## src/design/mlfq_pkg.sv

```systemverilog
// ----------------------------------------------------------------------------
// mlfq_pkg
// Shared types and codes for the multilevel feedback queue scheduler.
// ----------------------------------------------------------------------------
package mlfq_pkg;

  localparam int unsigned LEVELS_DEF    = 3;
  localparam int unsigned MAX_TASKS_DEF = 16;

  localparam logic [31:0] SLICE0_RST = 32'd500;
  localparam logic [31:0] SLICE1_RST = 32'd1000;

  localparam int unsigned IN_DATA_W  = 72;
  localparam int unsigned OUT_DATA_W = 40;

  typedef enum logic [2:0] {
    EV_IDLE       = 3'd0,
    EV_DONE       = 3'd1,
    EV_DEMOTED    = 3'd2,
    EV_DISPATCHED = 3'd3,
    EV_REJECTED   = 3'd4
  } ev_e;

  typedef enum logic [0:0] {
    CFG_SLICE0 = 1'b0,
    CFG_SLICE1 = 1'b1
  } cfg_idx_e;

  typedef enum logic [2:0] {
    ST_IDLE,
    ST_ARRIVE,
    ST_CHARGE,
    ST_DECIDE,
    ST_POP,
    ST_PTASK,
    ST_PDISP
  } state_e;

  // classified input word
  typedef struct packed {
    logic        is_tick;
    logic        id_bad;
    logic [3:0]  id;
    logic [31:0] need;
    logic [2:0]  lvl;
    logic [31:0] now;
  } item_t;

  // result word
  typedef struct packed {
    ev_e         res;
    logic [3:0]  task_id;
    logic [1:0]  level;
    logic [31:0] time_ms;
    logic        last;
  } emit_t;

  // front to back handoff
  typedef struct packed {
    logic  valid;
    item_t item;
  } fq_t;

endpackage

```

## src/design/mlfq_front.sv

```systemverilog
// ----------------------------------------------------------------------------
// mlfq_front
// Input side: accepts words, clamps level, flags out-of-range ids, queues them.
// ----------------------------------------------------------------------------
module mlfq_front #(
  parameter int unsigned LEVELS    = mlfq_pkg::LEVELS_DEF,
  parameter int unsigned MAX_TASKS = mlfq_pkg::MAX_TASKS_DEF
) (
  input  logic                           clk_i,
  input  logic                           rst_ni,
  input  logic                           s_axis_tvalid,
  output logic                           s_axis_tready,
  input  logic [mlfq_pkg::IN_DATA_W-1:0] s_axis_tdata,
  input  logic                           s_axis_tuser,
  output mlfq_pkg::fq_t                  fq_o,
  input  logic                           pop_i
);

  mlfq_pkg::item_t fifo_q [2];
  logic            wr_ptr_q, wr_ptr_d;
  logic            rd_ptr_q, rd_ptr_d;
  logic [1:0]      cnt_q, cnt_d;
  mlfq_pkg::item_t in_item;
  logic            push, pop;

  always_comb begin
    in_item.is_tick = s_axis_tuser;
    in_item.id      = s_axis_tdata[3:0];
    in_item.need    = s_axis_tdata[35:4];
    in_item.now     = s_axis_tdata[70:39];
    in_item.id_bad  = !(9'(s_axis_tdata[3:0]) < 9'(MAX_TASKS));
    if (4'(s_axis_tdata[38:36]) >= 4'(LEVELS)) begin
      in_item.lvl = 3'(LEVELS - 1);
    end else begin
      in_item.lvl = s_axis_tdata[38:36];
    end
  end

  assign s_axis_tready = (cnt_q != 2'd2);
  assign push          = s_axis_tvalid && s_axis_tready;
  assign pop           = pop_i && (cnt_q != 2'd0);

  always_comb begin
    wr_ptr_d = push ? !wr_ptr_q : wr_ptr_q;
    rd_ptr_d = pop ? !rd_ptr_q : rd_ptr_q;
    cnt_d    = cnt_q + 2'(push) - 2'(pop);
  end

  always_ff @(posedge clk_i or negedge rst_ni) begin
    if (!rst_ni) begin
      wr_ptr_q <= 1'b0;
      rd_ptr_q <= 1'b0;
      cnt_q    <= 2'd0;
    end else begin
      wr_ptr_q <= wr_ptr_d;
      rd_ptr_q <= rd_ptr_d;
      cnt_q    <= cnt_d;
    end
  end

  always_ff @(posedge clk_i) begin
    if (push) begin
      fifo_q[wr_ptr_q] <= in_item;
    end
  end

  assign fq_o.valid = (cnt_q != 2'd0);
  assign fq_o.item  = fifo_q[rd_ptr_q];

endmodule

```

## src/design/mlfq_back.sv

```systemverilog
// ----------------------------------------------------------------------------
// mlfq_back
// Scheduling sequencer: level queues, task records, running slot, events.
// ----------------------------------------------------------------------------
module mlfq_back #(
  parameter int unsigned LEVELS    = mlfq_pkg::LEVELS_DEF,
  parameter int unsigned MAX_TASKS = mlfq_pkg::MAX_TASKS_DEF
) (
  input  logic            clk_i,
  input  logic            rst_ni,
  input  logic            cfg_we_i,
  input  logic            cfg_idx_i,
  input  logic [31:0]     cfg_data_i,
  input  mlfq_pkg::fq_t   fq_i,
  output logic            pop_o,
  input  logic            emit_ready_i,
  output logic            emit_valid_o,
  output mlfq_pkg::emit_t emit_o
);

  localparam int unsigned IW = (MAX_TASKS > 1) ? $clog2(MAX_TASKS) : 1;
  localparam int unsigned CW = $clog2(MAX_TASKS + 1);
  localparam int unsigned LW = (LEVELS > 1) ? $clog2(LEVELS) : 1;
  localparam int unsigned SD = LEVELS * MAX_TASKS;
  localparam int unsigned SW = $clog2(SD);

  typedef struct packed {
    logic [31:0]   required;
    logic [31:0]   elapsed;
    logic [LW-1:0] level;
    logic [31:0]   slice_start;
    logic [31:0]   last_update;
  } rec_t;

  mlfq_pkg::state_e state_q, state_d;

  logic [31:0]   slice0_q, slice1_q;
  logic          active_q [MAX_TASKS];
  logic          run_valid_q;
  logic [IW-1:0] run_task_q;
  logic [IW-1:0] head_q [LEVELS];
  logic [CW-1:0] cnt_q  [LEVELS];

  mlfq_pkg::item_t cur_q;
  logic [31:0]     sum_q, sdiff_q;
  logic [IW-1:0]   nx_q;

  logic [IW-1:0] store_mem [SD];
  logic [IW-1:0] store_rdata_q;
  rec_t          rec_mem [MAX_TASKS];
  rec_t          rec_rdata_q;

  // control strobes
  logic          rec_re, rec_we;
  logic [IW-1:0] rec_raddr, rec_waddr;
  rec_t          rec_wdata;
  logic          st_re;
  logic [SW-1:0] st_raddr, st_waddr;
  logic          push_en, push_ok;
  logic [LW-1:0] push_lvl;
  logic [IW-1:0] push_task;
  logic          deq_en;
  logic          act_set, act_clr;
  logic [IW-1:0] act_idx;
  logic          run_set, run_clr;
  logic          charge_en;

  // derived values
  logic [IW-1:0] cur_idx;
  logic [LW-1:0] cur_lvl;
  logic          reject;
  logic          any_ne;
  logic [LW-1:0] top_lvl;
  logic [IW:0]   pos_sum;
  logic [IW-1:0] push_pos;
  logic [31:0]   delta, add_sum, sat_sum;
  logic          done, demote;
  logic [31:0]   quantum;

  assign cur_idx = IW'(cur_q.id);
  assign cur_lvl = LW'(cur_q.lvl);
  assign reject  = cur_q.id_bad || active_q[cur_idx];

  always_comb begin
    any_ne  = 1'b0;
    top_lvl = '0;
    for (int l = LEVELS - 1; l >= 0; l--) begin
      if (cnt_q[l] != '0) begin
        any_ne  = 1'b1;
        top_lvl = LW'(l);
      end
    end
  end

  always_comb begin
    pos_sum = (IW + 1)'(head_q[push_lvl]) + (IW + 1)'(cnt_q[push_lvl]);
    if (pos_sum >= (IW + 1)'(MAX_TASKS)) begin
      push_pos = IW'(pos_sum - (IW + 1)'(MAX_TASKS));
    end else begin
      push_pos = IW'(pos_sum);
    end
    push_ok  = (cnt_q[push_lvl] < CW'(MAX_TASKS));
    st_waddr = SW'(SW'(push_lvl) * SW'(MAX_TASKS)) + SW'(push_pos);
  end

  // charge: saturate elapsed time
  always_comb begin
    delta   = cur_q.now - rec_rdata_q.last_update;
    add_sum = rec_rdata_q.elapsed + delta;
    sat_sum = (add_sum < delta) ? 32'hFFFF_FFFF : add_sum;
  end

  always_comb begin
    quantum = (rec_rdata_q.level == '0) ? slice0_q : slice1_q;
    done    = (sum_q >= rec_rdata_q.required);
    demote  = !done && (rec_rdata_q.level < LW'(LEVELS - 1)) && (sdiff_q >= quantum);
  end

  // next state
  always_comb begin
    state_d = state_q;
    case (state_q)
      mlfq_pkg::ST_IDLE: begin
        if (fq_i.valid) begin
          if (!fq_i.item.is_tick) begin
            state_d = mlfq_pkg::ST_ARRIVE;
          end else if (run_valid_q) begin
            state_d = mlfq_pkg::ST_CHARGE;
          end else begin
            state_d = mlfq_pkg::ST_POP;
          end
        end
      end
      mlfq_pkg::ST_ARRIVE: begin
        if (emit_ready_i) state_d = mlfq_pkg::ST_IDLE;
      end
      mlfq_pkg::ST_CHARGE: state_d = mlfq_pkg::ST_DECIDE;
      mlfq_pkg::ST_DECIDE: begin
        if (emit_ready_i) begin
          if ((done && any_ne) || demote) begin
            state_d = mlfq_pkg::ST_POP;
          end else begin
            state_d = mlfq_pkg::ST_IDLE;
          end
        end
      end
      mlfq_pkg::ST_POP: begin
        if (any_ne) begin
          state_d = mlfq_pkg::ST_PTASK;
        end else if (emit_ready_i) begin
          state_d = mlfq_pkg::ST_IDLE;
        end
      end
      mlfq_pkg::ST_PTASK: state_d = mlfq_pkg::ST_PDISP;
      mlfq_pkg::ST_PDISP: begin
        if (emit_ready_i) state_d = mlfq_pkg::ST_IDLE;
      end
      default: state_d = mlfq_pkg::ST_IDLE;
    endcase
  end

  // outputs and strobes
  always_comb begin
    pop_o        = 1'b0;
    rec_re       = 1'b0;
    rec_raddr    = run_task_q;
    rec_we       = 1'b0;
    rec_waddr    = cur_idx;
    rec_wdata    = rec_rdata_q;
    st_re        = 1'b0;
    st_raddr     = SW'(SW'(top_lvl) * SW'(MAX_TASKS)) + SW'(head_q[top_lvl]);
    push_en      = 1'b0;
    push_lvl     = cur_lvl;
    push_task    = cur_idx;
    deq_en       = 1'b0;
    act_set      = 1'b0;
    act_clr      = 1'b0;
    act_idx      = cur_idx;
    run_set      = 1'b0;
    run_clr      = 1'b0;
    charge_en    = 1'b0;
    emit_valid_o = 1'b0;
    emit_o       = '{res: mlfq_pkg::EV_IDLE, task_id: 4'd0, level: 2'd0,
                     time_ms: cur_q.now, last: 1'b1};
    case (state_q)
      mlfq_pkg::ST_IDLE: begin
        pop_o  = fq_i.valid;
        rec_re = fq_i.valid && fq_i.item.is_tick && run_valid_q;
      end
      mlfq_pkg::ST_ARRIVE: begin
        emit_valid_o   = emit_ready_i;
        emit_o.task_id = cur_q.id;
        emit_o.level   = 2'(cur_lvl);
        emit_o.time_ms = 32'd0;
        if (reject) begin
          emit_o.res = mlfq_pkg::EV_REJECTED;
        end else begin
          rec_we                = emit_ready_i;
          rec_wdata.required    = cur_q.need;
          rec_wdata.elapsed     = 32'd0;
          rec_wdata.level       = cur_lvl;
          rec_wdata.slice_start = 32'd0;
          rec_wdata.last_update = 32'd0;
          push_en               = emit_ready_i;
          act_set               = emit_ready_i;
        end
      end
      mlfq_pkg::ST_CHARGE: charge_en = 1'b1;
      mlfq_pkg::ST_DECIDE: begin
        rec_waddr             = run_task_q;
        rec_wdata.elapsed     = sum_q;
        rec_wdata.last_update = cur_q.now;
        rec_we                = emit_ready_i;
        emit_valid_o          = emit_ready_i;
        emit_o.task_id        = 4'(run_task_q);
        if (done) begin
          act_idx        = run_task_q;
          act_clr        = emit_ready_i;
          run_clr        = emit_ready_i;
          emit_o.res     = mlfq_pkg::EV_DONE;
          emit_o.level   = 2'(rec_rdata_q.level);
          emit_o.last    = !any_ne;
        end else if (demote) begin
          rec_wdata.level = rec_rdata_q.level + LW'(1);
          push_lvl        = rec_rdata_q.level + LW'(1);
          push_task       = run_task_q;
          push_en         = emit_ready_i;
          run_clr         = emit_ready_i;
          emit_o.res      = mlfq_pkg::EV_DEMOTED;
          emit_o.level    = 2'(rec_rdata_q.level + LW'(1));
          emit_o.last     = 1'b0;
        end else begin
          emit_o.task_id = 4'd0;
        end
      end
      mlfq_pkg::ST_POP: begin
        if (any_ne) begin
          st_re  = 1'b1;
          deq_en = 1'b1;
        end else begin
          emit_valid_o = emit_ready_i;
        end
      end
      mlfq_pkg::ST_PTASK: begin
        rec_re    = 1'b1;
        rec_raddr = store_rdata_q;
      end
      mlfq_pkg::ST_PDISP: begin
        rec_waddr             = nx_q;
        rec_wdata.slice_start = cur_q.now;
        rec_wdata.last_update = cur_q.now;
        rec_we                = emit_ready_i;
        run_set               = emit_ready_i;
        emit_valid_o          = emit_ready_i;
        emit_o.res            = mlfq_pkg::EV_DISPATCHED;
        emit_o.task_id        = 4'(nx_q);
        emit_o.level          = 2'(rec_rdata_q.level);
      end
      default: ;
    endcase
  end

  // control registers
  always_ff @(posedge clk_i or negedge rst_ni) begin
    if (!rst_ni) begin
      state_q     <= mlfq_pkg::ST_IDLE;
      slice0_q    <= mlfq_pkg::SLICE0_RST;
      slice1_q    <= mlfq_pkg::SLICE1_RST;
      run_valid_q <= 1'b0;
      run_task_q  <= '0;
      for (int t = 0; t < MAX_TASKS; t++) active_q[t] <= 1'b0;
      for (int l = 0; l < LEVELS; l++) begin
        head_q[l] <= '0;
        cnt_q[l]  <= '0;
      end
    end else begin
      state_q <= state_d;
      if (cfg_we_i) begin
        case (cfg_idx_i)
          mlfq_pkg::CFG_SLICE0: slice0_q <= cfg_data_i;
          mlfq_pkg::CFG_SLICE1: slice1_q <= cfg_data_i;
          default: ;
        endcase
      end
      if (act_set) active_q[act_idx] <= 1'b1;
      if (act_clr) active_q[act_idx] <= 1'b0;
      if (run_clr) run_valid_q <= 1'b0;
      if (run_set) begin
        run_valid_q <= 1'b1;
        run_task_q  <= nx_q;
      end
      if (push_en && push_ok) begin
        cnt_q[push_lvl] <= cnt_q[push_lvl] + CW'(1);
      end
      if (deq_en) begin
        cnt_q[top_lvl] <= cnt_q[top_lvl] - CW'(1);
        if (head_q[top_lvl] == IW'(MAX_TASKS - 1)) begin
          head_q[top_lvl] <= '0;
        end else begin
          head_q[top_lvl] <= head_q[top_lvl] + IW'(1);
        end
      end
    end
  end

  // payload registers
  always_ff @(posedge clk_i) begin
    if (pop_o) cur_q <= fq_i.item;
    if (charge_en) begin
      sum_q   <= sat_sum;
      sdiff_q <= cur_q.now - rec_rdata_q.slice_start;
    end
    if (state_q == mlfq_pkg::ST_PTASK) nx_q <= store_rdata_q;
  end

  // queue store
  always_ff @(posedge clk_i) begin
    if (push_en && push_ok) store_mem[st_waddr] <= push_task;
    if (st_re) store_rdata_q <= store_mem[st_raddr];
  end

  // task records: hold write data in the read register too
  always_ff @(posedge clk_i) begin
    if (rec_we) rec_mem[rec_waddr] <= rec_wdata;
    if (rec_re) begin
      rec_rdata_q <= rec_mem[rec_raddr];
    end else if (rec_we) begin
      rec_rdata_q <= rec_wdata;
    end
  end

endmodule

```

## src/design/mlfq_task_scheduler.sv

```systemverilog
// ----------------------------------------------------------------------------
// mlfq_task_scheduler
// Multilevel feedback queue scheduler with one running slot.
// ----------------------------------------------------------------------------
// Input stream: tuser = cmd (0 arrival, 1 tick); tdata carries task, run
// time, start level and tick time. Each input word yields one or two result
// words on the output stream; tlast marks the final word of an input.
// tuser on the output carries the event code.
// The states each input word takes are set by the single-port task record
// memory and the queue store read: arrival IDLE, ARRIVE; tick with nothing
// running IDLE, POP; tick that charges IDLE, CHARGE, DECIDE; dispatch adds PTASK, PDISP after POP.
// A two-word input queue keeps accepting while the sequencer works, and a
// one-word output register lets the next result stand while the receiver
// holds tready low; the sequencer then waits in place.
// Reset clears the queues, active flags and running slot at once and loads
// the quanta with 500 and 1000 ms. The task store needs no clearing pass.
// Configuration: cfg_we_i writes cfg_data_i to the quantum at cfg_idx_i.
// ----------------------------------------------------------------------------
module mlfq_task_scheduler #(
  parameter int unsigned LEVELS    = mlfq_pkg::LEVELS_DEF,
  parameter int unsigned MAX_TASKS = mlfq_pkg::MAX_TASKS_DEF
) (
  input  logic                            clk_i,
  input  logic                            rst_ni,
  input  logic                            cfg_we_i,
  input  logic                            cfg_idx_i,
  input  logic [31:0]                     cfg_data_i,
  input  logic                            s_axis_tvalid,
  output logic                            s_axis_tready,
  // task_id[3:0], run_time_ms[35:4], start_level[38:36], now_ms[70:39]
  input  logic [mlfq_pkg::IN_DATA_W-1:0]  s_axis_tdata,
  // cmd
  input  logic                            s_axis_tuser,
  output logic                            m_axis_tvalid,
  input  logic                            m_axis_tready,
  // event_task[3:0], event_level[5:4], event_time_ms[37:6]
  output logic [mlfq_pkg::OUT_DATA_W-1:0] m_axis_tdata,
  // event_res
  output logic [2:0]                      m_axis_tuser,
  output logic                            m_axis_tlast
);

  mlfq_pkg::fq_t   fq;
  logic            pop;
  logic            emit_valid, emit_ready;
  mlfq_pkg::emit_t emit;
  logic            out_valid_q;
  mlfq_pkg::emit_t out_q;

  mlfq_front #(.LEVELS(LEVELS), .MAX_TASKS(MAX_TASKS)) u_front (
    .clk_i, .rst_ni,
    .s_axis_tvalid, .s_axis_tready, .s_axis_tdata, .s_axis_tuser,
    .fq_o (fq),
    .pop_i(pop)
  );

  mlfq_back #(.LEVELS(LEVELS), .MAX_TASKS(MAX_TASKS)) u_back (
    .clk_i, .rst_ni,
    .cfg_we_i, .cfg_idx_i, .cfg_data_i,
    .fq_i        (fq),
    .pop_o       (pop),
    .emit_ready_i(emit_ready),
    .emit_valid_o(emit_valid),
    .emit_o      (emit)
  );

  assign emit_ready = !out_valid_q || m_axis_tready;

  always_ff @(posedge clk_i or negedge rst_ni) begin
    if (!rst_ni) begin
      out_valid_q <= 1'b0;
    end else if (emit_valid) begin
      out_valid_q <= 1'b1;
    end else if (m_axis_tready) begin
      out_valid_q <= 1'b0;
    end
  end

  always_ff @(posedge clk_i) begin
    if (emit_valid) out_q <= emit;
  end

  assign m_axis_tvalid = out_valid_q;
  assign m_axis_tdata  = {2'b00, out_q.time_ms, out_q.level, out_q.task_id};
  assign m_axis_tuser  = out_q.res;
  assign m_axis_tlast  = out_q.last;

  a_no_emit_blocked: assert property (@(posedge clk_i) disable iff (!rst_ni)
    !(emit_valid && out_valid_q && !m_axis_tready))
    else $error("result emitted while output register blocked");

  a_pop_nonempty: assert property (@(posedge clk_i) disable iff (!rst_ni)
    pop |-> fq.valid)
    else $error("sequencer took a word from an empty input queue");

  a_final_codes: assert property (@(posedge clk_i) disable iff (!rst_ni)
    (emit_valid && (emit.res == mlfq_pkg::EV_DISPATCHED ||
                    emit.res == mlfq_pkg::EV_REJECTED)) |-> emit.last)
    else $error("dispatch or reject not marked as final word");

endmodule

```

## config.mk

```make
export PLATFORM = sky130hd
export DESIGN_NAME = mlfq_task_scheduler
export DESIGN_NICKNAME = d
export VERILOG_FILES = /design/src/design/mlfq_pkg.sv /design/src/design/mlfq_front.sv /design/src/design/mlfq_back.sv /design/src/design/mlfq_task_scheduler.sv
export SDC_FILE = /design/constraint.sdc
export NUM_CORES = 2
export LEC_CHECK = 0
export ABC_AREA = 0
export BUFFER_PORTS_ARGS = -buffer_cell sky130_fd_sc_hd__clkbuf_2
export CAP_MARGIN = 10
export CORE_MARGIN = 2
export CORE_UTILIZATION = 55
export CTS_CLUSTER_DIAMETER = 50
export CTS_CLUSTER_SIZE = 24
export DETAILED_ROUTE_END_ITERATION = 7
export GPL_TIMING_DRIVEN = 0
export PLACE_DENSITY = 0.74
export RECOVER_POWER = 50
export SYNTH_ARGS = -nofsm -noshare
export SYNTH_HDL_FRONTEND = slang
export SYNTH_SLANG_ARGS = --single-unit
```

## constraint.sdc

```tcl
create_clock -name clk_i -period 8.5 [get_ports clk_i]
set_input_delay 1.275 -clock clk_i [delete_from_list [all_inputs] [get_ports clk_i]]
set_output_delay 1.275 -clock clk_i [all_outputs]
set_load 0.02 [all_outputs]
```

== After elaboration in Yosys (flattened, before gate mapping) ==
Memories as Yosys holds them, arrays and structs flattened. A register that Yosys moved wholly into a read port is not among the register bits.
Index checks and enable logic that the tools add are counted.

* Input port bits: 111
* Output and inout port bits: 46
* Flip-flop bits (word level): 431
* RAM bits: 2,416
* Memories kept: 3

{| class="wikitable"
|+ Memory list
! name !! words !! bits a word !! read ports !! clocked after Yosys merged registers in !! wr ports !! RTL line !! RTL
|-
| u_back.rec_mem || 16 || 130 || 1 || 0 || 1 || mlfq_back.sv:50 || <nowiki>rec_t rec_mem [MAX_TASKS];</nowiki>
|-
| u_back.store_mem || 48 || 4 || 1 || 1 || 1 || mlfq_back.sv:48 || <nowiki>logic [IW-1:0] store_mem [SD];</nowiki>
|-
| u_front.fifo_q || 2 || 72 || 1 || 0 || 1 || mlfq_front.sv:19 || <nowiki>mlfq_pkg::item_t fifo_q [2];</nowiki>
|}

* Bitwise operators: 10
* Eq/ne operators: 10
* $add $sub $neg: 13
* Reductions and logical operators: 34
* Magnitude comparators: 14
* Mux-type cells: 105

{| class="wikitable"
|+ Operator list
! cell !! count
|-
| two-way mux 130 bit || 3
|-
| case mux 32 bit (2 select lines) || 2
|-
| case mux 34 bit (2 select lines) || 1
|-
| >= comparator 32 bit || 2
|-
| two-way mux 32 bit || 2
|-
| subtractor 32 bit || 2
|-
| two-way mux 4 bit || 14
|-
| adder 32 bit || 1
|-
| less-than comparator 32 bit || 1
|-
| two-way mux 1 bit || 32
|-
| two-way mux 16 bit || 2
|-
| bitwise mux 15 bit || 2
|-
| two-way mux 15 bit || 2
|-
| two-way mux 3 bit || 10
|-
| two-way mux 5 bit || 6
|-
| case mux 9 bit (3 select lines) || 1
|-
| two-way mux 2 bit || 11
|-
| binary-select mux 5 bit (select 2 bit) || 2
|-
| demux 5 bit (select 2 bit) || 2
|-
| case mux 3 bit (6 select lines) || 1
|-
| bitwise AND 16 bit || 1
|-
| binary-select mux 4 bit (select 2 bit) || 2
|-
| inverter 16 bit || 1
|-
| OR 16 bit || 1
|-
| other kinds (44) || 82
|}

== Longest topological paths before layout ==
* Depth after elaboration: 16
* Gate-level depth with buffers: 40
* Gate-level depth less buffers: 39

== By module ==
From an unflattened synthesis, not the netlist that was laid out.

* Cells, all modules: 6,790
* Area total of the unflattened synthesis: 118,040.7 sq um

{| class="wikitable"
|+ Modules (own cells, without submodules)
! module !! instances !! area an instance (sq um) !! cells an instance
|-
| mlfq_back || 1 || 111,247.9 || 6,491
|-
| mlfq_front || 1 || 5,465.2 || 251
|-
| mlfq_task_scheduler || 1 || 1,327.5 || 48
|}

== Least setup slack after synthesis ==
OpenSTA, ideal clock, no wires.

* Path type: register -> register
* From: register u_back.cur_q, in the netlist u_back.cur_idx[0]
* To: register u_back.rec_rdata_q[0] (netlist bit) (enable)
* Stages on the path, launching flop included: 9
* Path slack: -568 ps
* Data arrival time: 8,422 ps
* Required time: 7,854 ps
* Cells stage by stage: edfxtp_1 clkbuf_1 mux4_2 mux4_2 and2_1 a21o_1 clkbuf_1 clkbuf_1 o21bai_1

* Longest elaborated chain between the ends: 8

{| class="wikitable"
|+ Ends and longest elaborated chain
! what !! RTL line !! RTL
|-
| start: declaration || mlfq_back.sv:44 || <nowiki>mlfq_pkg::item_t cur_q;</nowiki>
|-
| start signal: assignment || mlfq_back.sv:308 || <nowiki>if (pop_o) cur_q <= fq_i.item;</nowiki>
|-
| inverter 4 -> 5 bit (not written as such) || mlfq_back.sv:82 || <nowiki>assign reject = cur_q.id_bad || active_q[cur_idx];</nowiki>
|-
| binary-select mux 1 bit (select 4 bit) || mlfq_back.sv:82 ||
|-
| two-way mux 1 bit (not written as such) (2 in a row) || mlfq_back.sv:82 ||
|-
| logical OR 1 bit || mlfq_back.sv:82 ||
|-
| two-way mux 1 bit || mlfq_back.sv:195 || <nowiki>if (reject) begin</nowiki>
|-
| case mux 1 bit (2 select lines) || mlfq_back.sv:185 || <nowiki>case (state_q)</nowiki>
|-
| nonzero test 2 bit (no source line) || n/a ||
|-
| end signal: assignment || mlfq_back.sv:326 || <nowiki>rec_rdata_q <= rec_mem[rec_raddr];</nowiki>
|-
| end signal: assignment || mlfq_back.sv:328 || <nowiki>rec_rdata_q <= rec_wdata;</nowiki>
|-
| end: declaration || mlfq_back.sv:51 || <nowiki>rec_t rec_rdata_q;</nowiki>
|}

Every way passes these cells. The select of a mux whose other input is x is not followed.
A chain may end at the register's enable or synchronous reset.

== Worst setup path after layout ==
* From: register u_back.rec_rdata_q[64] (netlist bit)
* To: memory u_back.store_mem[26][0] (netlist bit) (enable)

* Longest elaborated chain between the ends: 15
* Elaborated cells on any way between the ends: 29

{| class="wikitable"
|+ Ends and longest elaborated chain
! what !! RTL line !! RTL
|-
| zero test 2 bit || mlfq_back.sv:114 || <nowiki>quantum = (rec_rdata_q.level == '0) ? slice0_q : slice1_q;</nowiki>
|-
| two-way mux 32 bit || mlfq_back.sv:114 ||
|-
| >= comparator 32 bit || mlfq_back.sv:116 || <nowiki>demote = !done && (rec_rdata_q.level < LW'(LEVELS - 1)) && (sdiff_q >= quantum);</nowiki>
|-
| logical AND 1 bit || mlfq_back.sv:116 ||
|-
| two-way mux 2 bit || mlfq_back.sv:223 || <nowiki>end else if (demote) begin</nowiki>
|-
| two-way mux 2 bit || mlfq_back.sv:216 || <nowiki>if (done) begin</nowiki>
|-
| two-way mux 2 bit || mlfq_back.sv:185 ||
|-
| inverter 2 -> 3 bit (not written as such) || mlfq_back.sv:96, mlfq_back.sv:102 ||
|-
| binary-select mux 4 bit (select 2 bit) or binary-select mux 5 bit (select 2 bit) (tied branches) || mlfq_back.sv:96, mlfq_back.sv:102 ||
|-
| two-way mux 4 bit (not written as such) or two-way mux 5 bit (tied branches) (2 in a row) || mlfq_back.sv:96, mlfq_back.sv:102 ||
|-
| adder 4 x 5 -> 5 bit or less-than comparator 5 bit (tied branches) || mlfq_back.sv:96, mlfq_back.sv:102 ||
|-
| subtractor 4 x 1 -> 4 bit (tied with other cells) || mlfq_back.sv:98 || <nowiki>push_pos = IW'(pos_sum - (IW + 1)'(MAX_TASKS));</nowiki>
|-
| two-way mux 4 bit or two-way mux 1 bit (tied branches) || mlfq_back.sv:97, mlfq_back.sv:318 ||
|-
| adder 6 x 4 -> 6 bit or two-way mux 1 bit (tied branches) || mlfq_back.sv:103, mlfq_back.sv:318 ||
|-
| end: declaration || mlfq_back.sv:48 ||
|}

Parallel ways exist; a longest one is shown, timed or not. The select of a mux whose other input is x is not followed.

==> metrics.yaml <==
status: "complete, but fails checks"
violations: "capacitance limit, slew limit"
drt_wl_total_microns: 324000
worstPathMaxFanout: 10
crit_path_start_kind: "register"
initialDrtViolationCount: 10400
die_area_sq_um: 218000
worstHoldPathType: "register to register"
worstHoldPathCells: 1
grt_pass1_vias: 67400
synth_area_per_cell_sq_um: 17.4
final_cell_mix: "edfxtp_1 (2728), nand2_1 (797), mux4_2 (525)"
timing.hold.ws_ns: 0.501
drt_first_pass_iters: 8
grt_pass1_wl_microns: 464000
fin_worst_skew_ns: 0.0533
synth_ff_type: "edfxtp_1"
synth-async-reset-ratio: 0.0421
die_h_microns: 467
antenna_found_initial: 27
layout_commonest_cell: "edfxtp_1"
ctsHoldBuffers: 0
worstSetupEndpointType: "register"
vias: 68100
clock_latency_ns: 0.91
syn_to_final_growth_pct: 12.7
viasPerCell: 6.57
holdCritStartpoint: "u_front.cnt_q[1]"
regArea_sq_um: 84900
hold_viol_final: 0
fin_crit_ns: 8.29
clk_pin_slew_ns: 0.09
coreArea_sq_um: 213000
ys_seq_area_frac: 0.721
die_w_microns: 467
io-pin-count: 157
rows: 169
synth-warning-count: 0
drc_errors: 0
finalSetupTns_ns: 0
synth_seq_cells: 2848
hold_path_end: "u_front.cnt_q[1]"
cts-buffers-inserted: 213
reg2reg_to: "u_back.store_mem[26][0]"
yosys.cell_types.count: 79
drv_cap: 35
cp.required_ns: 9.02
fin_crit_sh: 0.975
rr_startpoint: "u_back.rec_rdata_q[64]"
r2r_slack_ns: 0.21
layout-drive-gt1-share: 0.197
synth_area_leaders: "edfxtp_1 (70%), mux4_2 (10%), mux2_2 (2.6%)"
post_drt_wl_per_cell_microns: 31.3
cts_tree: "built"
fin_cells: 10400
synth-edff-count: 2728
fmax_ghz: 0.121
rsz0062_at_grt: "yes"
clock_sinks: 2848
setup_viol: 0
placedCellCount: 9932
nNetsFinal: 7652
htreeDepth: 4
use_met3: 0.0670
slew_viol_final: 805
crit_arrival_ns: 8.80
max_slew_margin: -2.57
dp_hpwl_microns: 218000
clk_path_buf_depth: 3
rr_worst_depth: 23
grt_start_max_net_pins: 91
overflow: 0
multi_input_area_sq_um: 31200
grt.total_usage: 0.297
syn_area_sq_um: 118000
portBuffers: 153
crit_type: "register to register"
fillerInstances: 14600
grt_most_used_layer: "met2"
syn_inst: 6781
worst_slew_pin_slew_ns: 5.35
grt_use_met1: 0.402
met2_usage: 0.463
gp_congestion: 0.911
synth_top_area_share: 0.695
synth_top_area_cell: "edfxtp_1"
start_util: 0.554
ant_nets: 0
cts_root_buffer: "clkbuf_16"
==> through the flow <==
step | worst slack, ns | utilization | cell area (sq um)
4_1_cts | 0.0145 | 0.627 | 133000
3_3_place_gp | -7.93 | 0.575 | 122000
5_1_grt | -0.132 | 0.625 | 133000
6_report | 0.212 | 0.625 | 133000
3_5_place_dp | -0.971 | 0.590 | 125000
2_1_floorplan | -0.254 | - | 118000
==> layout make-up <==
class,count,area share
diodes,15,0.000283
plain buffers,345,0.0102
clock buffers,220,0.0405
clock inverters,181,0.0173
inverters,174,0.00495
multi-input cells,3415,0.235
flip-flops and latches,2848,0.640
well taps,2821,0.0266
repair buffers,344,0.0250
==> cells in the mapped netlist (5+ instances only) <==
cell      count
o211ai_1     14
a31oi_1     168
edfxtp_1   2728
nand2b_1     51
nand3_1      41
and2_1       64
nand4_1      11
dfstp_2      12
o21bai_1     12
dfrtp_1     108
buf_1        68
a21o_1       40
a211oi_1     89
or3_1        11
o21ai_0     119
ha_1        197
nor3_1       65
nor3b_1       5
a21oi_1     159
nor2_1      131
a221o_1      11
or2_2        13
inv_1       171
a21boi_0      7
a311oi_1     24
and3_1      142
o21ai_1      19
nor2b_1      59
o21a_1       17
o22ai_1       9
nor4_1       18
a22o_1       63
mux2i_1      59
xnor2_1      59
mux2_2      272
mux4_2      525
xor2_1       38
clkbuf_1    256
buf_2        18
nand3b_1      7
o31ai_1      34
nand2_1     797
==> cells by family (layout without fill, tap and decap cells) <==
kind of cell | count (synthesis) | after routing | share of synthesized area
buffers and inverters | 519 | 1264 | 0.0169
other | 1 | 17 | 0.0000318
AO/OA/AOI/OAI | 833 | 833 | 0.0468
multiplexers | 856 | 856 | 0.131
XOR/XNOR | 98 | 98 | 0.00735
adder cells (fa/ha/maj) | 200 | 200 | 0.0214
flip-flops | 2848 | 2848 | 0.721
AND/OR/NAND/NOR | 1426 | 1426 | 0.0552
==> sequential cells by signal (all words and copies together) (netlist names), 32 cells and up <==
register            cells
u_back.cur_q           64
u_back.slice1_q        32
u_back.sum_q           32
m_axis_tdata           38
u_back.rec_mem       2080
u_back.rec_rdata_q    130
u_front.fifo_q        142
u_back.sdiff_q         32
u_back.slice0_q        32
u_back.store_mem      192
==> worst max-delay path: stages, from the launching register on <==
cell and delay (ns):
edfxtp_1 0.54, inv_1 0.19, ha_2 0.40, clkbuf_1 0.29
clkdlybuf4s15_2 0.51, mux2i_1 0.17, ha_1 0.32, a21oi_1 0.06
o21ai_0 0.53, o22ai_2 0.44, nor3_1 0.47, nand3_1 0.39
clkbuf_2 0.39, and3_1 0.25, o21ai_0 0.26, and2_1 0.17
clkbuf_1 0.28, inv_1 0.10, ha_1 0.24, ha_1 0.22
a21oi_1 0.22, xor2_1 0.37, o211ai_1 0.20, nor4_1 0.87
==> worst max-delay path by stage <==
stage	start	end	slack (ns)	cells after the start
2_1_floorplan	u_back.cur_idx[0]	u_back.rec_mem[0][0]	-0.25	10
3_3_place_gp	u_back.cur_idx[0]	u_back.rec_mem[1][52]	-7.93	10
3_5_place_dp	u_back.rec_rdata_q[64]	u_back.store_mem[19][3]	-0.97	24
4_1_cts	u_back.rec_rdata_q[64]	u_back.store_mem[27][2]	0.01	24
5_1_grt	u_back.rec_rdata_q[64]	u_back.store_mem[42][2]	-0.13	26
6_report	u_back.rec_rdata_q[64]	u_back.store_mem[26][0]	0.21	23
==> repair_timing <==
item | CTS | global route
pin swaps | 0 | 12
gates resized for setup | 25 | 27
endpoints found under the setup margin | 224 | 224
setup buffers | 0 | 9
==> layer usage <==
metal,part of all wire,wire length [microns],up-vias
met1,0.37,119000,34700
met5,0.00025,80,-
met3,0.11,36900,800
met2,0.47,151000,4500
met4,0.054,17500,12
li1,-,-,28000
Power is left out: the tool's default activity adds up to more than one toggle a clock period on the data nets, which glitch-free logic cannot reach.
